===== config.mk =====
export PLATFORM = sky130hd
export DESIGN_NAME = log_level_tagger_ring_top
export DESIGN_NICKNAME = d
export VERILOG_FILES = /design/src/hw/rtl/lltr_pkg.sv /design/src/hw/rtl/lltr_parser.sv /design/src/hw/rtl/lltr_burst.sv /design/src/hw/rtl/lltr_ring.sv /design/src/hw/rtl/log_level_tagger_ring_top.sv
export SDC_FILE = /design/constraint.sdc
export NUM_CORES = 1
export LEC_CHECK = 0
export BUFFER_PORTS_ARGS = -buffer_cell sky130_fd_sc_hd__buf_2
export CORE_MARGIN = 4
export CORE_UTILIZATION = 50
export DETAILED_ROUTE_END_ITERATION = 8
export PLACE_DENSITY = 0.7
export RECOVER_POWER = 50
export REMOVE_ABC_BUFFERS = 1
export SETUP_SLACK_MARGIN = 0.15
export SLEW_MARGIN = 0
export SYNTH_ARGS = -nofsm -noshare
export SYNTH_HDL_FRONTEND = slang
export SYNTH_HIERARCHICAL = 1
export SYNTH_SLANG_ARGS = --single-unit

===== constraint.sdc =====
create_clock -name clk_i -period 6.7 [get_ports clk_i]
set_input_delay 0 -clock clk_i [delete_from_list [all_inputs] [get_ports clk_i]]
set_output_delay 0 -clock clk_i [all_outputs]
set_load 0.02 [all_outputs]

===== src/hw/rtl/lltr_pkg.sv =====
// Package for the log level tagger ring: character codes, parser phases and
// the burst record passed from the parser to the output stage. No dependencies.
package lltr_pkg;

  localparam logic [7:0] CH_LT   = 8'h3C;
  localparam logic [7:0] CH_GT   = 8'h3E;
  localparam logic [7:0] CH_ZERO = 8'h30;
  localparam logic [7:0] CH_SEVEN = 8'h37;
  localparam logic [7:0] CH_NL   = 8'h0A;

  localparam int unsigned MaxBurst = 6;
  localparam int unsigned CntW     = 3;

  localparam logic [1:0] PH_LT  = 2'd0;
  localparam logic [1:0] PH_DIG = 2'd1;
  localparam logic [1:0] PH_GT  = 2'd2;

  localparam logic [2:0] DEFAULT_LEVEL_RST = 3'd4;

  typedef struct packed {
    logic [MaxBurst-1:0][7:0] bytes;
    logic [CntW-1:0]          cnt;
    logic [2:0]               level;
  } burst_t;

  function automatic logic [7:0] digit_ch(input logic [2:0] lvl);
    digit_ch = {5'b00110, lvl};
  endfunction

endpackage


===== src/hw/rtl/lltr_parser.sv =====
// Line prefix parser: tracks the line state and turns one character into a
// burst of zero to six bytes. Depends on lltr_pkg.
module lltr_parser import lltr_pkg::*; (
  input  logic       clk_i,
  input  logic       rst_ni,
  input  logic       cfg_we_i,
  input  logic [2:0] cfg_wdata_i,
  input  logic       accept_i,
  input  logic [7:0] char_i,
  output burst_t     burst_o
);

  logic       known_q, known_d;
  logic [2:0] level_q, level_d;
  logic [1:0] phase_q, phase_d;
  logic [2:0] held_q, held_d;
  logic [2:0] dflt_q;
  logic [7:0] dflt_ch;

  assign dflt_ch = digit_ch(dflt_q);

  always_comb begin
    burst_o = '0;
    known_d = known_q;
    level_d = level_q;
    phase_d = phase_q;
    held_d  = held_q;
    if (known_q) begin
      burst_o.bytes[0] = char_i;
      burst_o.cnt      = CntW'(1);
      burst_o.level    = level_q;
    end else begin
      case (phase_q)
        PH_DIG: begin
          if (char_i inside {[CH_ZERO:CH_SEVEN]}) begin
            held_d  = char_i[2:0];
            phase_d = PH_GT;
          end else begin
            burst_o.bytes[0] = CH_LT;
            burst_o.bytes[1] = dflt_ch;
            burst_o.bytes[2] = CH_GT;
            burst_o.bytes[3] = CH_LT;
            burst_o.bytes[4] = char_i;
            burst_o.cnt      = CntW'(5);
            burst_o.level    = dflt_q;
            level_d = dflt_q;
            known_d = 1'b1;
            phase_d = PH_LT;
          end
        end
        PH_GT: begin
          known_d = 1'b1;
          phase_d = PH_LT;
          if (char_i == CH_GT) begin
            burst_o.bytes[0] = CH_LT;
            burst_o.bytes[1] = digit_ch(held_q);
            burst_o.bytes[2] = CH_GT;
            burst_o.cnt      = CntW'(3);
            burst_o.level    = held_q;
            level_d = held_q;
          end else begin
            burst_o.bytes[0] = CH_LT;
            burst_o.bytes[1] = dflt_ch;
            burst_o.bytes[2] = CH_GT;
            burst_o.bytes[3] = CH_LT;
            burst_o.bytes[4] = digit_ch(held_q);
            burst_o.bytes[5] = char_i;
            burst_o.cnt      = CntW'(6);
            burst_o.level    = dflt_q;
            level_d = dflt_q;
          end
        end
        default: begin
          if (char_i == CH_LT) begin
            phase_d = PH_DIG;
          end else begin
            burst_o.bytes[0] = CH_LT;
            burst_o.bytes[1] = dflt_ch;
            burst_o.bytes[2] = CH_GT;
            burst_o.bytes[3] = char_i;
            burst_o.cnt      = CntW'(4);
            burst_o.level    = dflt_q;
            level_d = dflt_q;
            known_d = 1'b1;
            phase_d = PH_LT;
          end
        end
      endcase
    end
    // newline ends the line whatever came before
    if (char_i == CH_NL) begin
      known_d = 1'b0;
      phase_d = PH_LT;
    end
  end

  always_ff @(posedge clk_i or negedge rst_ni) begin
    if (!rst_ni) begin
      known_q <= 1'b0;
      level_q <= '0;
      phase_q <= PH_LT;
      held_q  <= '0;
    end else if (accept_i) begin
      known_q <= known_d;
      level_q <= level_d;
      phase_q <= phase_d;
      held_q  <= held_d;
    end
  end

  always_ff @(posedge clk_i or negedge rst_ni) begin
    if (!rst_ni) begin
      dflt_q <= DEFAULT_LEVEL_RST;
    end else if (cfg_we_i) begin
      dflt_q <= cfg_wdata_i;
    end
  end

endmodule


===== src/hw/rtl/lltr_burst.sv =====
// Result register: holds the current burst and shifts out one byte per beat.
// Depends on lltr_pkg.
module lltr_burst import lltr_pkg::*; (
  input  logic       clk_i,
  input  logic       rst_ni,
  input  logic       load_i,
  input  burst_t     burst_i,
  input  logic       out_ready_i,
  output logic       ready_o,
  output logic       out_valid_o,
  output logic       fire_o,
  output logic [7:0] byte_o,
  output logic [2:0] level_o,
  output logic       last_o
);

  burst_t burst_q;

  assign out_valid_o = burst_q.cnt != '0;
  assign last_o      = burst_q.cnt == CntW'(1);
  assign fire_o      = out_valid_o && out_ready_i;
  assign ready_o     = !out_valid_o || (out_ready_i && last_o);
  assign byte_o      = burst_q.bytes[0];
  assign level_o     = burst_q.level;

  always_ff @(posedge clk_i or negedge rst_ni) begin
    if (!rst_ni) begin
      burst_q <= '0;
    end else if (load_i) begin
      burst_q <= burst_i;
    end else if (fire_o) begin
      burst_q.bytes <= burst_q.bytes >> 8;
      burst_q.cnt   <= burst_q.cnt - CntW'(1);
    end
  end

endmodule


===== src/hw/rtl/lltr_ring.sv =====
// Circular log store with write pointer and running byte count.
// Standalone; no package needed.
module lltr_ring #(
  parameter int unsigned LOG_DEPTH = 16384
) (
  input  logic        clk_i,
  input  logic        rst_ni,
  input  logic        wr_i,
  input  logic [7:0]  wdata_i,
  output logic [13:0] index_o,
  output logic [31:0] total_o
);

  localparam int unsigned PtrW = $clog2(LOG_DEPTH);

  logic [7:0]      log_mem_q [LOG_DEPTH];
  logic [PtrW-1:0] wr_ptr_q, wr_ptr_d;
  logic [31:0]     total_q;
  logic [31:0]     ptr_ext;

  assign ptr_ext  = 32'(wr_ptr_q);
  assign index_o  = ptr_ext[13:0];
  assign total_o  = total_q + 32'd1;
  assign wr_ptr_d = (wr_ptr_q == PtrW'(LOG_DEPTH - 1)) ? '0 : wr_ptr_q + PtrW'(1);

  always_ff @(posedge clk_i) begin
    if (wr_i) begin
      log_mem_q[wr_ptr_q] <= wdata_i;
    end
  end

  always_ff @(posedge clk_i or negedge rst_ni) begin
    if (!rst_ni) begin
      wr_ptr_q <= '0;
      total_q  <= '0;
    end else if (wr_i) begin
      wr_ptr_q <= wr_ptr_d;
      total_q  <= total_q + 32'd1;
    end
  end

endmodule


===== src/hw/rtl/log_level_tagger_ring_top.sv =====
// Log level tagger ring top: parser, result register and circular store.
// The first beat of an item is presented in the cycle after it is accepted.
// Throughput: one byte per cycle while out_ready_i is high; an item yields 0 to 6
// beats and the next item is taken in the cycle of the previous item's last beat.
// Reset (async, active low) clears parser, pointers and counts; the store
// itself is not cleared. Depends on lltr_pkg, lltr_parser, lltr_burst, lltr_ring.
module log_level_tagger_ring_top import lltr_pkg::*; #(
  parameter int unsigned LOG_DEPTH = 16384
) (
  input  logic        clk_i,
  input  logic        rst_ni,
  input  logic        cfg_we_i,
  input  logic [2:0]  cfg_wdata_i,
  input  logic        in_valid_i,
  output logic        in_ready_o,
  input  logic [7:0]  char_in_i,
  output logic        out_valid_o,
  input  logic        out_ready_i,
  output logic [13:0] ring_index_o,
  output logic [7:0]  byte_written_o,
  output logic [2:0]  line_level_o,
  output logic [31:0] total_logged_o,
  output logic        last_o
);

  logic   accept;
  logic   fire;
  burst_t burst;

  assign accept = in_valid_i && in_ready_o;

  lltr_parser u_parser (
    .clk_i      (clk_i),
    .rst_ni     (rst_ni),
    .cfg_we_i   (cfg_we_i),
    .cfg_wdata_i(cfg_wdata_i),
    .accept_i   (accept),
    .char_i     (char_in_i),
    .burst_o    (burst)
  );

  lltr_burst u_burst (
    .clk_i      (clk_i),
    .rst_ni     (rst_ni),
    .load_i     (accept),
    .burst_i    (burst),
    .out_ready_i(out_ready_i),
    .ready_o    (in_ready_o),
    .out_valid_o(out_valid_o),
    .fire_o     (fire),
    .byte_o     (byte_written_o),
    .level_o    (line_level_o),
    .last_o     (last_o)
  );

  lltr_ring #(
    .LOG_DEPTH(LOG_DEPTH)
  ) u_ring (
    .clk_i  (clk_i),
    .rst_ni (rst_ni),
    .wr_i   (fire),
    .wdata_i(byte_written_o),
    .index_o(ring_index_o),
    .total_o(total_logged_o)
  );

  a_take_on_last: assert property (@(posedge clk_i) disable iff (!rst_ni)
    accept && out_valid_o |-> out_ready_i && last_o)
    else $error("input taken while burst still draining");

  a_burst_continues: assert property (@(posedge clk_i) disable iff (!rst_ni)
    fire && !last_o |=> out_valid_o)
    else $error("burst dropped before last beat");

  a_count_steps: assert property (@(posedge clk_i) disable iff (!rst_ni)
    fire |=> total_logged_o == $past(total_logged_o) + 32'd1)
    else $error("byte count did not advance");

  a_count_holds: assert property (@(posedge clk_i) disable iff (!rst_ni)
    !fire |=> $stable(total_logged_o) && $stable(ring_index_o))
    else $error("store pointer moved without a beat");

endmodule


# Word-level counts from Yosys, hierarchy flattened
# Cells that the tools add are included.
# word_totals
reg_bits	112
out_inout_bits	60
# op_classes
addsub	3
order_cmp	2
eq_ne	10
mux	26
n_bitwise	1
n_reduce_logical	11
# ops
cell	count
51-bit 2-to-1 mux	2
38-bit case mux with 2 select lines	1
46-bit 2-to-1 mux	1
40-bit 2-to-1 mux	1
38-bit 2-to-1 mux	1
32-bit by 1-bit adder with 32-bit output (second input constant)	1
14-bit 2-to-1 mux	2
24-bit 2-to-1 mux	1
17-bit 2-to-1 mux	1
8-bit by 6-bit equality test with 1-bit output (second input constant)	2
8-bit case mux with 2 select lines	1
14-bit by 1-bit adder with 14-bit output (second input constant)	1
14-bit equality test (second input constant)	1
3-bit 2-to-1 mux	3
8-bit by 4-bit equality test with 1-bit output (second input constant)	1
8-bit by 6-bit greater-or-equal comparator with 1-bit output (second input constant)	1
8-bit by 6-bit <= comparator with 1-bit output (second input constant)	1
8-bit 2-to-1 mux	1
4-bit AND reduction	2
2-bit 2-to-1 mux	3
3-bit case mux with 2 select lines	1
1-bit 2-to-1 mux	5
1-bit logical AND	4
2-bit inequality test (second input constant)	2
other kinds (13)	13

# Longest topological paths before layout
# Gate-level depths: netlist (run 1).
# depth
word_depth	6
mapped_depth	13
ltp_nobuf	10

# Cells and area by module
# Netlist (run 1), hierarchy kept.
# modules_own_cells
mod	instances	cells_per_inst	area_per_inst_um2
lltr_ring	1	294	2801.4
lltr_burst	1	268	2768.9
lltr_parser	1	157	1310.0
log_level_tagger_ring_top	1	1	6.3

# Worst setup path before layout (run 1)
# No wires, ideal clock.
# synth_path
kind	register to register
start	register u_burst/burst_q[3] in the netlist's numbering
end	register u_burst.burst_q, in the netlist u_burst/level_o[0]
setup_time_ns	0.125
arrival_ns	2.398
setup_slack_ns	4.178
stages_incl_launch_ff	12
n_path_buf	4
cell_sequence	dfrtp_1 -> inv_1 -> ha_1 -> nor2b_2 -> buf_6 -> inv_6 -> buf_2 -> nand2_1 -> and2_1 -> buf_2 -> buf_2 -> mux2_2
# synth_between
elab_chain_cells	4
elab_cells_between_ends	6
classes_between	eq/ne: 1; reduce/logical: 5
# synth_rtl
element	line	rtl
from (decl)	lltr_burst.sv:17	burst_t burst_q;
from (signal assigned)	lltr_burst.sv:30	burst_q <= burst_i;
3-bit nonzero test	lltr_burst.sv:19	assign out_valid_o = burst_q.cnt != '0;
via out_valid_o	log_level_tagger_ring_top.sv:17	output logic out_valid_o,
1-bit logical NOT	lltr_burst.sv:22	assign ready_o = !out_valid_o || (out_ready_i && last_o);
1-bit logical OR	lltr_burst.sv:22	
via in_ready_o	log_level_tagger_ring_top.sv:15	output logic in_ready_o,
1-bit logical AND	log_level_tagger_ring_top.sv:30	assign accept = in_valid_i && in_ready_o;
via accept	log_level_tagger_ring_top.sv:26	logic accept;
# The timed path passes the listed nets, and every way through them passes these cells.
# A chain may end at the register's enable or synchronous reset.

# Final worst setup path (run 1)
# layout_path
start	register u_burst/burst_q[3] in the netlist's numbering
end	register u_burst/burst_q[45] in the netlist's numbering
# layout_between
elab_chain_cells	5
elab_cells_between_ends	9
classes_between	eq/ne: 1; mux: 1; reduce/logical: 7
# layout_rtl
element	line
3-bit by 1-bit equality test with 1-bit output or 3-bit nonzero test (tied branches)	lltr_burst.sv:20, lltr_burst.sv:19
1-bit logical AND or 1-bit logical NOT (tied branches)	lltr_burst.sv:22
1-bit logical OR *	lltr_burst.sv:22
1-bit logical AND *	log_level_tagger_ring_top.sv:30
via accept	log_level_tagger_ring_top.sv:26
51-bit 2-to-1 mux or 2-bit nonzero test (tied branches)	n/a
# Mark *: on every way through the listed nets, which the timed path passes. The rest lies on a longest branch.

==> impl_metrics.env, run 1 <==
export IMPL_place_inst=904
export IMPL_netlist_area_um2=6890
export IMPL_hold_viol_final=0
export IMPL_cts_clk_slew_worst_paths_ns=0.07
export IMPL_die_w_um=125
export IMPL_hold_slack_ns=0.0225
export IMPL_track_usage=0.206
export IMPL_syn_to_final_growth_pct=7.79
export IMPL_whs_path_depth=2
export IMPL_fmaxAchievable_ghz=0.250
export IMPL_drt_total_wl_mm=15.9
export IMPL_slowest_stage="nor2b_2"
export IMPL_rows=42
export IMPL_seqPwrFrac=0.406
export IMPL_r2r_cells=10
export IMPL_gp_congestion=0.877
export IMPL_postSynthCellCount=720
export IMPL_max_stage_delay_ns=0.88
export IMPL_final_cell_mix="dfrtp_1, xnor2_1, buf_2, a21oi_1, nand2_1"
export IMPL_synth_edf_count=0
export IMPL_cts_buffers=9
export IMPL_crit_chain="inv_1 > ha_1 > nor2b_2 > inv_6 > nand2_1 > and2_2 > buf_4 > nand2b_1 > a21oi_1 > a221o_1"
export IMPL_p_sw_mw=0.817
export IMPL_total_leakage_power_nw=3.25
export IMPL_ys_flop_type="dfrtp_1"
export IMPL_drc=0
export IMPL_ys_ff_latch=112
export IMPL_hold_end="u_parser/held_q[0]$_DFFE_PN0P_"
export IMPL_grt_pass1_wl_mm=27.1
export IMPL_violations="max-capacitance violations, max-slew violations"
export IMPL_post_route_min_period_ns=4.00
export IMPL_viasPerCell=5.98
export IMPL_worstMarginPinSlew_ns=2.38
export IMPL_rr_startpoint="u_burst/burst_q[3]$_DFFE_PN0P_"
export IMPL_root_buffer="clkbuf_16"
export IMPL_avgSynthCellArea_um2=9.56
export IMPL_fin_crit_sh=0.597
export IMPL_yosysSeqAreaShare=0.407
export IMPL_yosysWarnings=6
export IMPL_p_comb_frac=0.322
export IMPL_ys_types=68
export IMPL_dr_pass1_iters=5
export IMPL_critPathBufInv=3
export IMPL_diodes=0
export IMPL_min_from="char_in_i[0]"
export IMPL_finClkSkew_ns=0.00848
export IMPL_dp_hpwl_mm=10.5
export IMPL_pwr_share_clk=0.271
export IMPL_crit_fanout=67
export IMPL_core_um2=13300
export IMPL_reg2reg_setup_slack_ns=2.70
export IMPL_status="complete, but fails checks"
export IMPL_hold_path_class="in -> reg"
export IMPL_p_int_mw=1.33
export IMPL_clock_sinks=112
export IMPL_finalSetupTns_ns=0
export IMPL_vdd_drop_max_v=0.000215
export IMPL_antenna_found_initial=0
export IMPL_r2r_end="u_burst/burst_q[45]$_DFFE_PN0P_"
export IMPL_clk_path_buf_depth=2
export IMPL_maxCapViolCount=2
export IMPL_num_nets_final=771
export IMPL_critical_path_arrival_ns=4.24
export IMPL_io_pins=76
export IMPL_worstPathRequired_ns=6.94
export IMPL_cts_htree_levels=3
export IMPL_final_cells=929
export IMPL_dieArea_um2=15700
export IMPL_ant_nets=0
export IMPL_initial_core_util=0.516
export IMPL_synthArstFlopShare=1.00
export IMPL_wl_per_cell_um=17.1
export IMPL_slew_limit_headroom=-0.588
export IMPL_first_global_vias=5305
export IMPL_path_delay_family="simple AND/OR/NAND/NOR gates"
export IMPL_startpoint_type="flip-flop"
export IMPL_mostFrequentLayoutCell="dfrtp_1"
export IMPL_grt_max_degree=71
export IMPL_port_buffers=75
export IMPL_fin_util=0.556
export IMPL_grt_overflow_total=0
export IMPL_switching_share=0.380
export IMPL_cts_tree="yes"
export IMPL_powerDensity_nw_per_um2=290
export IMPL_dr_first_iter_drc_count=520
export IMPL_end_kind="flip-flop"
export IMPL_maxSlewViolCount=115
export IMPL_layout_drive_gt1_share=0.122
export IMPL_setup_viol=0
export IMPL_cts_setup_buffers=0
export IMPL_die_h_um=125
export IMPL_crit_type="reg -> reg"
export IMPL_vias=5557
export IMPL_rsz0062_at_grt="no"
export IMPL_insertion_delay_ns=0.36
==> registers in the layout, summed over array words and instances (netlist names) <==
name	cells
u_parser/phase_q	2
u_burst/level_o	3
u_ring/index_o	14
u_parser/held_q	3
u_parser/known_q	1
u_burst/burst_q	43
u_ring/total_q	32
u_burst/byte_o	8
u_parser/level_q	3
u_parser/dflt_q	3
==> how the worst max path moves through the flow <==
stage / start / end / slack, ns / depth (start not counted)
final: u_burst/burst_q[3]$_DFFE_PN0P_ / u_burst/burst_q[45]$_DFFE_PN0P_ / 2.70 / 10
after global routing: rst_ni / u_burst/burst_q[46]$_DFFE_PN0P_ / 2.17 / 3
after floorplan: u_burst/burst_q[3]$_DFFE_PN0P_ / u_parser/level_q[0]$_DFFE_PN0P_ / 2.36 / 9
after CTS: u_burst/burst_q[3]$_DFFE_PN0P_ / u_burst/burst_q[36]$_DFFE_PN0P_ / 2.73 / 10
after global placement: u_burst/burst_q[3]$_DFFE_PN0P_ / u_burst/burst_q[36]$_DFFE_PN0P_ / 2.89 / 10
after detailed placement: u_burst/burst_q[3]$_DFFE_PN0P_ / u_burst/burst_q[36]$_DFFE_PN0P_ / 2.75 / 10
==> power by group through the flow <==
stage          sequential, mW  combinational (mW)  clock [mW]
3_5_place_dp            0.885               0.709           0
3_3_place_gp            0.881               0.692           0
2_1_floorplan           0.918               0.446           0
6_report                0.873               0.693       0.583
4_1_cts                 0.871               0.719       0.601
5_1_grt                 0.890               0.774       0.626
==> cells by family (layout without fill, tap and decap cells) <==
logic type / count (synthesis) / after routing / share of synthesized area
AND/OR/NAND/NOR: 273 / 273 / 0.235
adder cells (fa/ha/maj): 7 / 7 / 0.0127
buffers and inverters: 96 / 124 / 0.0805
AO/OA/AOI/OAI: 143 / 143 / 0.147
flip-flops: 112 / 112 / 0.407
XOR/XNOR: 72 / 72 / 0.0916
multiplexers: 16 / 16 / 0.0258
other: 1 / 6 / 0.000545
==> metal layers <==
metal	routed length, µm	track usage	vias to the layer above	share of wire
li1	-	-	2600	-
met1	7230	0.297	2725	0.45
met2	7410	0.322	207	0.47
met3	1000	0.0324	25	0.063
met4	262	0.0619	0	0.016
met5	0	0	-	0
==> repair_timing <==
action                     4_1_cts  5_1_grt
setup endpoints to repair        0        0
hold buffers                     9        0
gates resized for setup          0        0
hold endpoints to repair        44        0
==> layout make-up <==
| type | count | area [µm²] |
|---|---|---|
| Timing Repair Buffer | 86 | 437 |
| Clock inverter | 7 | 96.3 |
| Tap cell | 176 | 220 |
| Inverter | 22 | 92.6 |
| Sequential cell | 112 | 2800 |
| Fill cell | 1269 | 5920 |
| Multi-Input combinational cell | 517 | 3550 |
| Clock buffer | 9 | 225 |
==> through the flow <==
step | worst slack (ns) | instance area (µm²) | total power, mW
4_1_cts | 2.73 | 7470 | 2.19
3_3_place_gp | 2.89 | 7060 | 1.57
2_1_floorplan | 2.36 | 6440 | 1.36
5_1_grt | 2.17 | 7420 | 2.29
3_5_place_dp | 2.75 | 7060 | 1.59
6_report | 2.70 | 7420 | 2.15
==> cells in the mapped netlist (2+ instances only) <==
| master | instances | area [µm²] |
|---|---|---|
| dfrtp_1 | 111 | 2780 |
| xnor2_1 | 47 | 412 |
| a21oi_1 | 38 | 190 |
| nand2_1 | 37 | 139 |
| nor2b_1 | 36 | 225 |
| nand3_1 | 34 | 170 |
| buf_4 | 27 | 203 |
| nor2_1 | 27 | 101 |
| o21ai_0 | 27 | 135 |
| a221o_1 | 26 | 260 |
| xor2_1 | 25 | 219 |
| nor3_1 | 23 | 115 |
| clkbuf_1 | 22 | 82.6 |
| nand2b_1 | 21 | 131 |
| inv_1 | 20 | 75.1 |
| nand4_1 | 19 | 119 |
| a31oi_1 | 17 | 106 |
| nor4_1 | 14 | 87.6 |
| and2_1 | 13 | 81.3 |
| and3_1 | 13 | 81.3 |
| buf_2 | 13 | 65.1 |
| mux2_2 | 9 | 101 |
| a22o_1 | 8 | 70.1 |
| ha_1 | 7 | 87.6 |
| and4_1 | 6 | 52.6 |
| buf_6 | 6 | 67.6 |
| o211ai_1 | 6 | 45.0 |
| or3_1 | 6 | 37.5 |
| mux2_1 | 5 | 56.3 |
| a22oi_1 | 4 | 30.0 |
| nor4_2 | 4 | 50.1 |
| buf_1 | 3 | 11.3 |
| a21boi_1 | 2 | 15.0 |
| clkbuf_8 | 2 | 27.5 |
| inv_6 | 2 | 17.5 |
| mux2i_1 | 2 | 20.0 |
| nand3b_1 | 2 | 15.0 |
| nand4_4 | 2 | 42.5 |
| o311ai_0 | 2 | 17.5 |
| o31a_1 | 2 | 17.5 |
| o31ai_2 | 2 | 25.0 |
| or2_2 | 2 | 12.5 |
Note: power is estimated with default switching activity, not from simulation.
==> run 2: changes to the inputs <==
PLACE_DENSITY = 0.72   (was 0.7)
clock period = 3.5 ns   (was 6.7 ns; I/O delays follow)
==> run 2 against run 1 <==
Flip-flop and latch count unchanged. Critical path type unchanged. Power up 90%. Sequential share of layout area down 0.089 points. Non-clock buffer count up 4. Die area unchanged. Worst setup slack worse by 2.0 ns. Global-route usage down 0.34 points. Utilization up 0.13 points. Clock power up 82%. The flow still finishes with violations (max-capacitance violations, max-slew violations).
==> impl_metrics.env, run 2 (same netlist as run 1, synthesis figures left out) <==
export IMPL_fin_area_um2=7440
export IMPL_fin_crit_sh=0.795
export IMPL_vdd_drop_max_v=0.000274
export IMPL_p_int_mw=2.54
export IMPL_crit_type="reg -> reg"
export IMPL_mostFrequentLayoutCell="dfrtp_1"
export IMPL_fin_util=0.557
export IMPL_core_um2=13300
export IMPL_finClkSkew_ns=0.00879
export IMPL_p_sw_mw=1.54
export IMPL_top_usage_layer="met2"
export IMPL_layout_drive_gt1_share=0.128
export IMPL_rr_startpoint="u_burst/burst_q[3]$_DFFE_PN0P_"
export IMPL_dr_first_iter_drc_count=531
export IMPL_diodes=0
export IMPL_met1_usage=0.276
export IMPL_slew_limit_headroom=-0.282
export IMPL_status="complete, but fails checks"
export IMPL_grt_max_degree=79
export IMPL_top_register="u_burst/burst_q"
export IMPL_violations="max-capacitance violations, max-slew violations"
export IMPL_cts_htree_levels=3
export IMPL_startpoint_type="flip-flop"
export IMPL_dieArea_um2=15700
export IMPL_port_buffers=75
export IMPL_worstPathRequired_ns=3.73
export IMPL_critical_path_arrival_ns=3.01
export IMPL_cts_setup_buffers=0
export IMPL_ant_nets=0
export IMPL_hold_viol_final=0
export IMPL_worstMarginPinSlew_ns=1.92
export IMPL_rsz0062_at_grt="no"
export IMPL_place_inst=908
export IMPL_root_buffer="clkbuf_16"
export IMPL_cts_clk_slew_worst_paths_ns=0.07
export IMPL_r2r_cells=10
export IMPL_whs_path_depth=2
export IMPL_vias=5557
export IMPL_gp_congestion=0.856
export IMPL_first_global_vias=5430
export IMPL_post_route_min_period_ns=2.78
export IMPL_globalRouteMet2Util=0.325
export IMPL_clock_sinks=112
export IMPL_insertion_delay_ns=0.35
export IMPL_dp_hpwl_mm=10.9
export IMPL_cts_tree="yes"
export IMPL_clk_path_buf_depth=2
export IMPL_end_kind="flip-flop"
export IMPL_drc=0
export IMPL_grt_overflow_total=0
export IMPL_dr_pass1_iters=7
export IMPL_largest_reg_flops=43
export IMPL_placed_area_um2=7090
export IMPL_cts_buffers=9
export IMPL_power_mw=4.08
export IMPL_crit_path_end="u_ring/total_q[20]$_DFFE_PN0P_"
export IMPL_initial_core_util=0.516
export IMPL_setup_viol=0
export IMPL_p_comb_frac=0.332
export IMPL_drt_total_wl_mm=16.0
export IMPL_rows=42
export IMPL_antenna_found_initial=0
export IMPL_pwr_share_clk=0.259
export IMPL_hold_path_class="in -> reg"
export IMPL_wl_per_cell_um=17.1
export IMPL_gr_usage_met3=0.0281
export IMPL_crit_fanout=42
export IMPL_switching_share=0.377
export IMPL_num_nets_final=775
export IMPL_seqPwrFrac=0.409
export IMPL_crit_start="u_burst/burst_q[3]$_DFFE_PN0P_"
export IMPL_die_w_um=125
export IMPL_die_h_um=125
export IMPL_r2r_end="u_ring/total_q[20]$_DFFE_PN0P_"
export IMPL_final_cell_mix="dfrtp_1, xnor2_1, buf_2, a21oi_1, nand2_1"
export IMPL_reg2reg_setup_slack_ns=0.72
export IMPL_final_cells=933
export IMPL_maxCapViolCount=1
export IMPL_grt_pass1_wl_mm=26.6
export IMPL_viasPerCell=5.96
export IMPL_track_usage=0.203
export IMPL_io_pins=76
export IMPL_powerDensity_nw_per_um2=548
export IMPL_fmaxAchievable_ghz=0.359
export IMPL_maxSlewViolCount=79
export IMPL_total_leakage_power_nw=3.27
export IMPL_syn_to_final_growth_pct=8.05
[run 2: how the worst min path moves through the flow]
| stage | slack (ns) | from | endpoint |
|---|---|---|---|
| 2_1_floorplan | -0.30 | rst_ni | u_burst/burst_q[14]$_DFFE_PN0P_ |
| 3_3_place_gp | 0.21 | cfg_wdata_i[0] | u_parser/dflt_q[0]$_DFFE_PN0P_ |
| 3_5_place_dp | 0.22 | cfg_wdata_i[0] | u_parser/dflt_q[0]$_DFFE_PN0P_ |
| 4_1_cts | 0.01 | char_in_i[0] | u_parser/held_q[0]$_DFFE_PN0P_ |
| 5_1_grt | 0.05 | char_in_i[0] | u_parser/held_q[0]$_DFFE_PN0P_ |
| 6_report | 0.03 | char_in_i[0] | u_parser/held_q[0]$_DFFE_PN0P_ |
[run 2: stage by stage]
stage	setup TNS, ns	hold WS [ns]	worst slack [ns]
after floorplan	-33.73	-0.296	-0.835
after global placement	0	0.209	0.832
after detailed placement	0	0.218	0.740
after CTS	0	0.0145	0.735
after global routing	0	0.0455	0.391
final	0	0.0283	0.718
[run 2: what timing repair did]
action                    4_1_cts  5_1_grt
resized for setup               0        0
hold endpoints to repair       78        0
hold buffers                    9        0
[run 2: critical path, cell delays in order (launching register included)]
cell     delay, ns
dfrtp_1       0.37
inv_1         0.09
ha_1          0.22
nor2b_2       0.19
inv_6         0.23
nand2_8       0.16
inv_6         0.30
nand3_1       0.17
nor3_1        0.56
nand4_1       0.20
xnor2_1       0.15
[run 2: cell type report]
| cell class | count | area [µm²] |
|---|---|---|
| Clock buffer | 12 | 256 |
| Clock inverter | 4 | 52.6 |
| Fill cell | 1201 | 5910 |
| Inverter | 22 | 92.6 |
| Multi-Input combinational cell | 517 | 3550 |
| Sequential cell | 112 | 2800 |
| Tap cell | 176 | 220 |
| Timing Repair Buffer | 90 | 467 |
[run 2: routing by layer]
metal,vias up,share of wire
li1,2608,-
met3,30,0.049
met2,186,0.48
met5,-,0
met1,2733,0.45
met4,0,0.023
[run 2: power by group through the flow]
stage	Sequential (mW)	Clock, mW	Combinational (mW)
floorplan	1.76	0	0.855
global placement	1.68	0	1.34
detailed placement	1.69	0	1.38
CTS	1.66	1.08	1.39
global route	1.70	1.13	1.50
finish	1.67	1.06	1.35
==> run 3: changes to the inputs <==
ABC_AREA = 1   (was default)
PLACE_DENSITY = 0.7   (was 0.72)
clock period = 2.6 ns   (was 3.5 ns; I/O delays follow)
==> run 3 against run 2 <==
The flow now finishes without violations. Clock skew shrank 0.0017 ns. Routed wire length decreased by 1.9%. Highest routed layer unchanged. Global-route usage about the same. Sequential share of layout area fell by 1.5 points. Critical path type unchanged. Fmax up 34%. Worst setup slack got worse by 0.20 ns. Largest power group unchanged.
==> impl_metrics.env, run 3 <==
export IMPL_grt_pass1_wl_mm=26.9
export IMPL_synth_fa_ha_area_frac=0.0124
export IMPL_total_leakage_power_nw=3.86
export IMPL_switching_share=0.420
export IMPL_mostFrequentLayoutCell="nand2_1"
export IMPL_insertion_delay_ns=0.36
export IMPL_hold_viol_final=0
export IMPL_num_nets_final=1058
export IMPL_cts_buffers=9
export IMPL_synth_edf_count=0
export IMPL_drt_total_wl_mm=15.7
export IMPL_synthSimpleGateAreaFrac=0.350
export IMPL_rsz0062_at_grt="no"
export IMPL_netlist_area_um2=7080
export IMPL_crit_fanout=11
export IMPL_root_buffer="clkbuf_16"
export IMPL_synth_mux_area_frac=0.00159
export IMPL_crit_type="reg -> reg"
export IMPL_post_route_min_period_ns=2.08
export IMPL_die_h_um=127
export IMPL_die_w_um=127
export IMPL_cts_htree_levels=3
export IMPL_finalWorstSetupSlack_ns=0.519
export IMPL_netlist_area_leader_share=0.393
export IMPL_cts_tree="yes"
export IMPL_largest_reg_flops=43
export IMPL_critical_path_arrival_ns=2.32
export IMPL_core_um2=13900
export IMPL_io_pins=76
export IMPL_avgSynthCellArea_um2=7.25
export IMPL_layout_drive_gt1_share=0.167
export IMPL_hold_path_class="in -> reg"
export IMPL_place_ws_ns=0.523
export IMPL_postSynthCellCount=976
export IMPL_gp_congestion=0.950
export IMPL_p_comb_frac=0.376
export IMPL_clk_path_buf_depth=2
export IMPL_wl_per_cell_um=12.9
export IMPL_synth_xor_area_frac=0.0357
export IMPL_ys_ff_latch=112
export IMPL_cts_repair_resized=0
export IMPL_p_sw_mw=2.33
export IMPL_antenna_found_initial=0
export IMPL_clock_sinks=112
export IMPL_powerDensity_nw_per_um2=717
export IMPL_synth_area_top_cells="dfrtp_1, nand2_1, inv_1"
export IMPL_dr_pass1_iters=5
export IMPL_drc=0
export IMPL_p_int_mw=3.22
export IMPL_yosys_area_top_type="dfrtp_1"
export IMPL_yosysWarnings=6
export IMPL_end_kind="flip-flop"
export IMPL_synth_compound_area_share=0.0909
export IMPL_yosysSeqAreaShare=0.396
export IMPL_crit_chain="inv_1 > ha_1 > nand2_4 > nand2_4 > inv_2 > nand2_1 > nor2_1 > nand2_1 > nor2_2 > nand2_1 > o21ai_0 > a21oi_1"
export IMPL_max_stage_delay_ns=0.37
export IMPL_synth_most_common_cell="nand2_1"
export IMPL_finClkSkew_ns=0.00710
export IMPL_final_cells=1219
export IMPL_viasPerCell=4.83
export IMPL_fmaxAchievable_ghz=0.480
export IMPL_startpoint_type="flip-flop"
export IMPL_seqPwrFrac=0.395
export IMPL_fin_crit_sh=0.801
export IMPL_maxSlewViolCount=0
export IMPL_maxCapViolCount=0
export IMPL_ys_types=40
export IMPL_synthTopCellsByCount="nand2_1, dfrtp_1, inv_1, nor2_1, o21ai_0"
export IMPL_cts_clk_slew_worst_paths_ns=0.07
export IMPL_first_global_vias=5778
export IMPL_place_inst=1194
export IMPL_slowest_stage="dfrtp_1"
export IMPL_vias=5892
export IMPL_dieArea_um2=16100
export IMPL_grt_overflow_total=0
export IMPL_synth_top_family_by_area="simple AND/OR/NAND/NOR gates"
export IMPL_slew_limit_headroom=0.185
export IMPL_worstPathRequired_ns=2.84
export IMPL_crit_top_cell="nand2_1"
export IMPL_track_usage=0.203
export IMPL_vdd_drop_max_v=0.000420
export IMPL_fin_area_um2=7750
export IMPL_setup_viol=0
export IMPL_status="finished, final reports clean"
export IMPL_dp_hpwl_mm=11.8
export IMPL_pwr_share_clk=0.229
export IMPL_port_buffers=75
export IMPL_synthArstFlopShare=1.00
export IMPL_top_register="u_burst/burst_q"
export IMPL_diodes=0
export IMPL_grt_max_degree=51
export IMPL_syn_to_final_growth_pct=9.57
export IMPL_ys_flop_type="dfrtp_1"
export IMPL_final_cell_mix="nand2_1, dfrtp_1, inv_1, nor2_1, o21ai_0"
export IMPL_initial_core_util=0.510
export IMPL_ant_nets=0
export IMPL_rows=43
export IMPL_placed_area_um2=7440
export IMPL_dr_first_iter_drc_count=365
export IMPL_worstMarginPinSlew_ns=1.22
==> run 3: changes by cell type after synthesis, moves of 24 or more <==
cell	before	now
xnor2_1	47	2
inv_1	20	97
nor2b_1	36	0
nand2_1	37	370
nand2_2	0	24
a21oi_1	38	9
nor2_1	27	66
o21ai_0	27	63
a221o_1	26	0
==> run 3: through the flow <==
| step | utilization | hold slack (ns) | TNS [ns] | power (mW) |
|---|---|---|---|---|
| 6_report | 0.559 | 0.0556 | 0 | 5.56 |
| 5_1_grt | 0.559 | 0.0454 | 0 | 5.94 |
| 4_1_cts | 0.562 | 0.0218 | 0 | 5.66 |
| 3_5_place_dp | 0.536 | 0.0610 | 0 | 4.37 |
| 3_3_place_gp | 0.536 | 0.0568 | 0 | 4.33 |
| 2_1_floorplan | - | -0.296 | -62.63 | 3.63 |
==> run 3: worst paths after layout <==
| path | from | to | slack (ns) | cells after the start |
|---|---|---|---|---|
| worst max-delay path | u_burst/burst_q[3]$_DFFE_PN0P_ | u_ring/index_o[9]$_DFFE_PN0P_ | 0.52 | 12 |
| worst min-delay path | char_in_i[1] | u_parser/held_q[1]$_DFFE_PN0P_ | 0.06 | 3 |
| worst max register to register | u_burst/burst_q[3]$_DFFE_PN0P_ | u_ring/index_o[9]$_DFFE_PN0P_ | 0.52 | 12 |
| worst min register to register | u_parser/level_q[1]$_DFFE_PN0P_ | u_parser/level_q[1]$_DFFE_PN0P_ | 0.48 | 2 |
| max in group asynchronous | rst_ni | u_burst/burst_q[17]$_DFFE_PN0P_ | 0.61 | 3 |
| min in group asynchronous | rst_ni | u_burst/burst_q[37]$_DFFE_PN0P_ | 0.43 | 2 |
==> run 3: logic make-up after synthesis <==
kind of cell | count (synthesis)
AO/OA/AOI/OAI | 112
XOR/XNOR | 22
adder cells (fa/ha/maj) | 7
buffers and inverters | 170
flip-flops | 112
multiplexers | 1
other | 1
AND/OR/NAND/NOR | 551
==> run 3: power by group through the flow <==
stage,sequential [mW],clock (mW),combinational [mW]
2_1_floorplan,2.33,0,1.30
3_3_place_gp,2.22,0,2.11
3_5_place_dp,2.23,0,2.14
4_1_cts,2.20,1.31,2.16
5_1_grt,2.23,1.37,2.34
6_report,2.20,1.27,2.09
==> run 3: what timing repair did <==
action / in CTS / in global routing
hold endpoints to repair: 49 / 0
buffers inserted: 0 / 0
hold buffers: 10 / 0
==> run 3: critical path, delay by kind of cell, from the launching register on <==
family | cells | cell delay [ns]
buf+inv | 2 | 0.23
compound gates | 2 | 0.19
flops | 1 | 0.37
fa+ha+maj | 1 | 0.23
simple gates | 7 | 0.94
==> run 3: metal layers <==
layer	GRT usage	share of wire
met1	0.257	0.45
met2	0.345	0.48
met3	0.0414	0.044
met4	0.0713	0.019
met5	0	0
==> run 3: cell type report <==
type	count	area [µm²]
Clock buffer	12	236
Clock inverter	3	20.0
Fill cell	1373	6130
Inverter	115	437
Multi-Input combinational cell	699	3490
Sequential cell	112	2800
Tap cell	180	225
Timing Repair Buffer	98	541
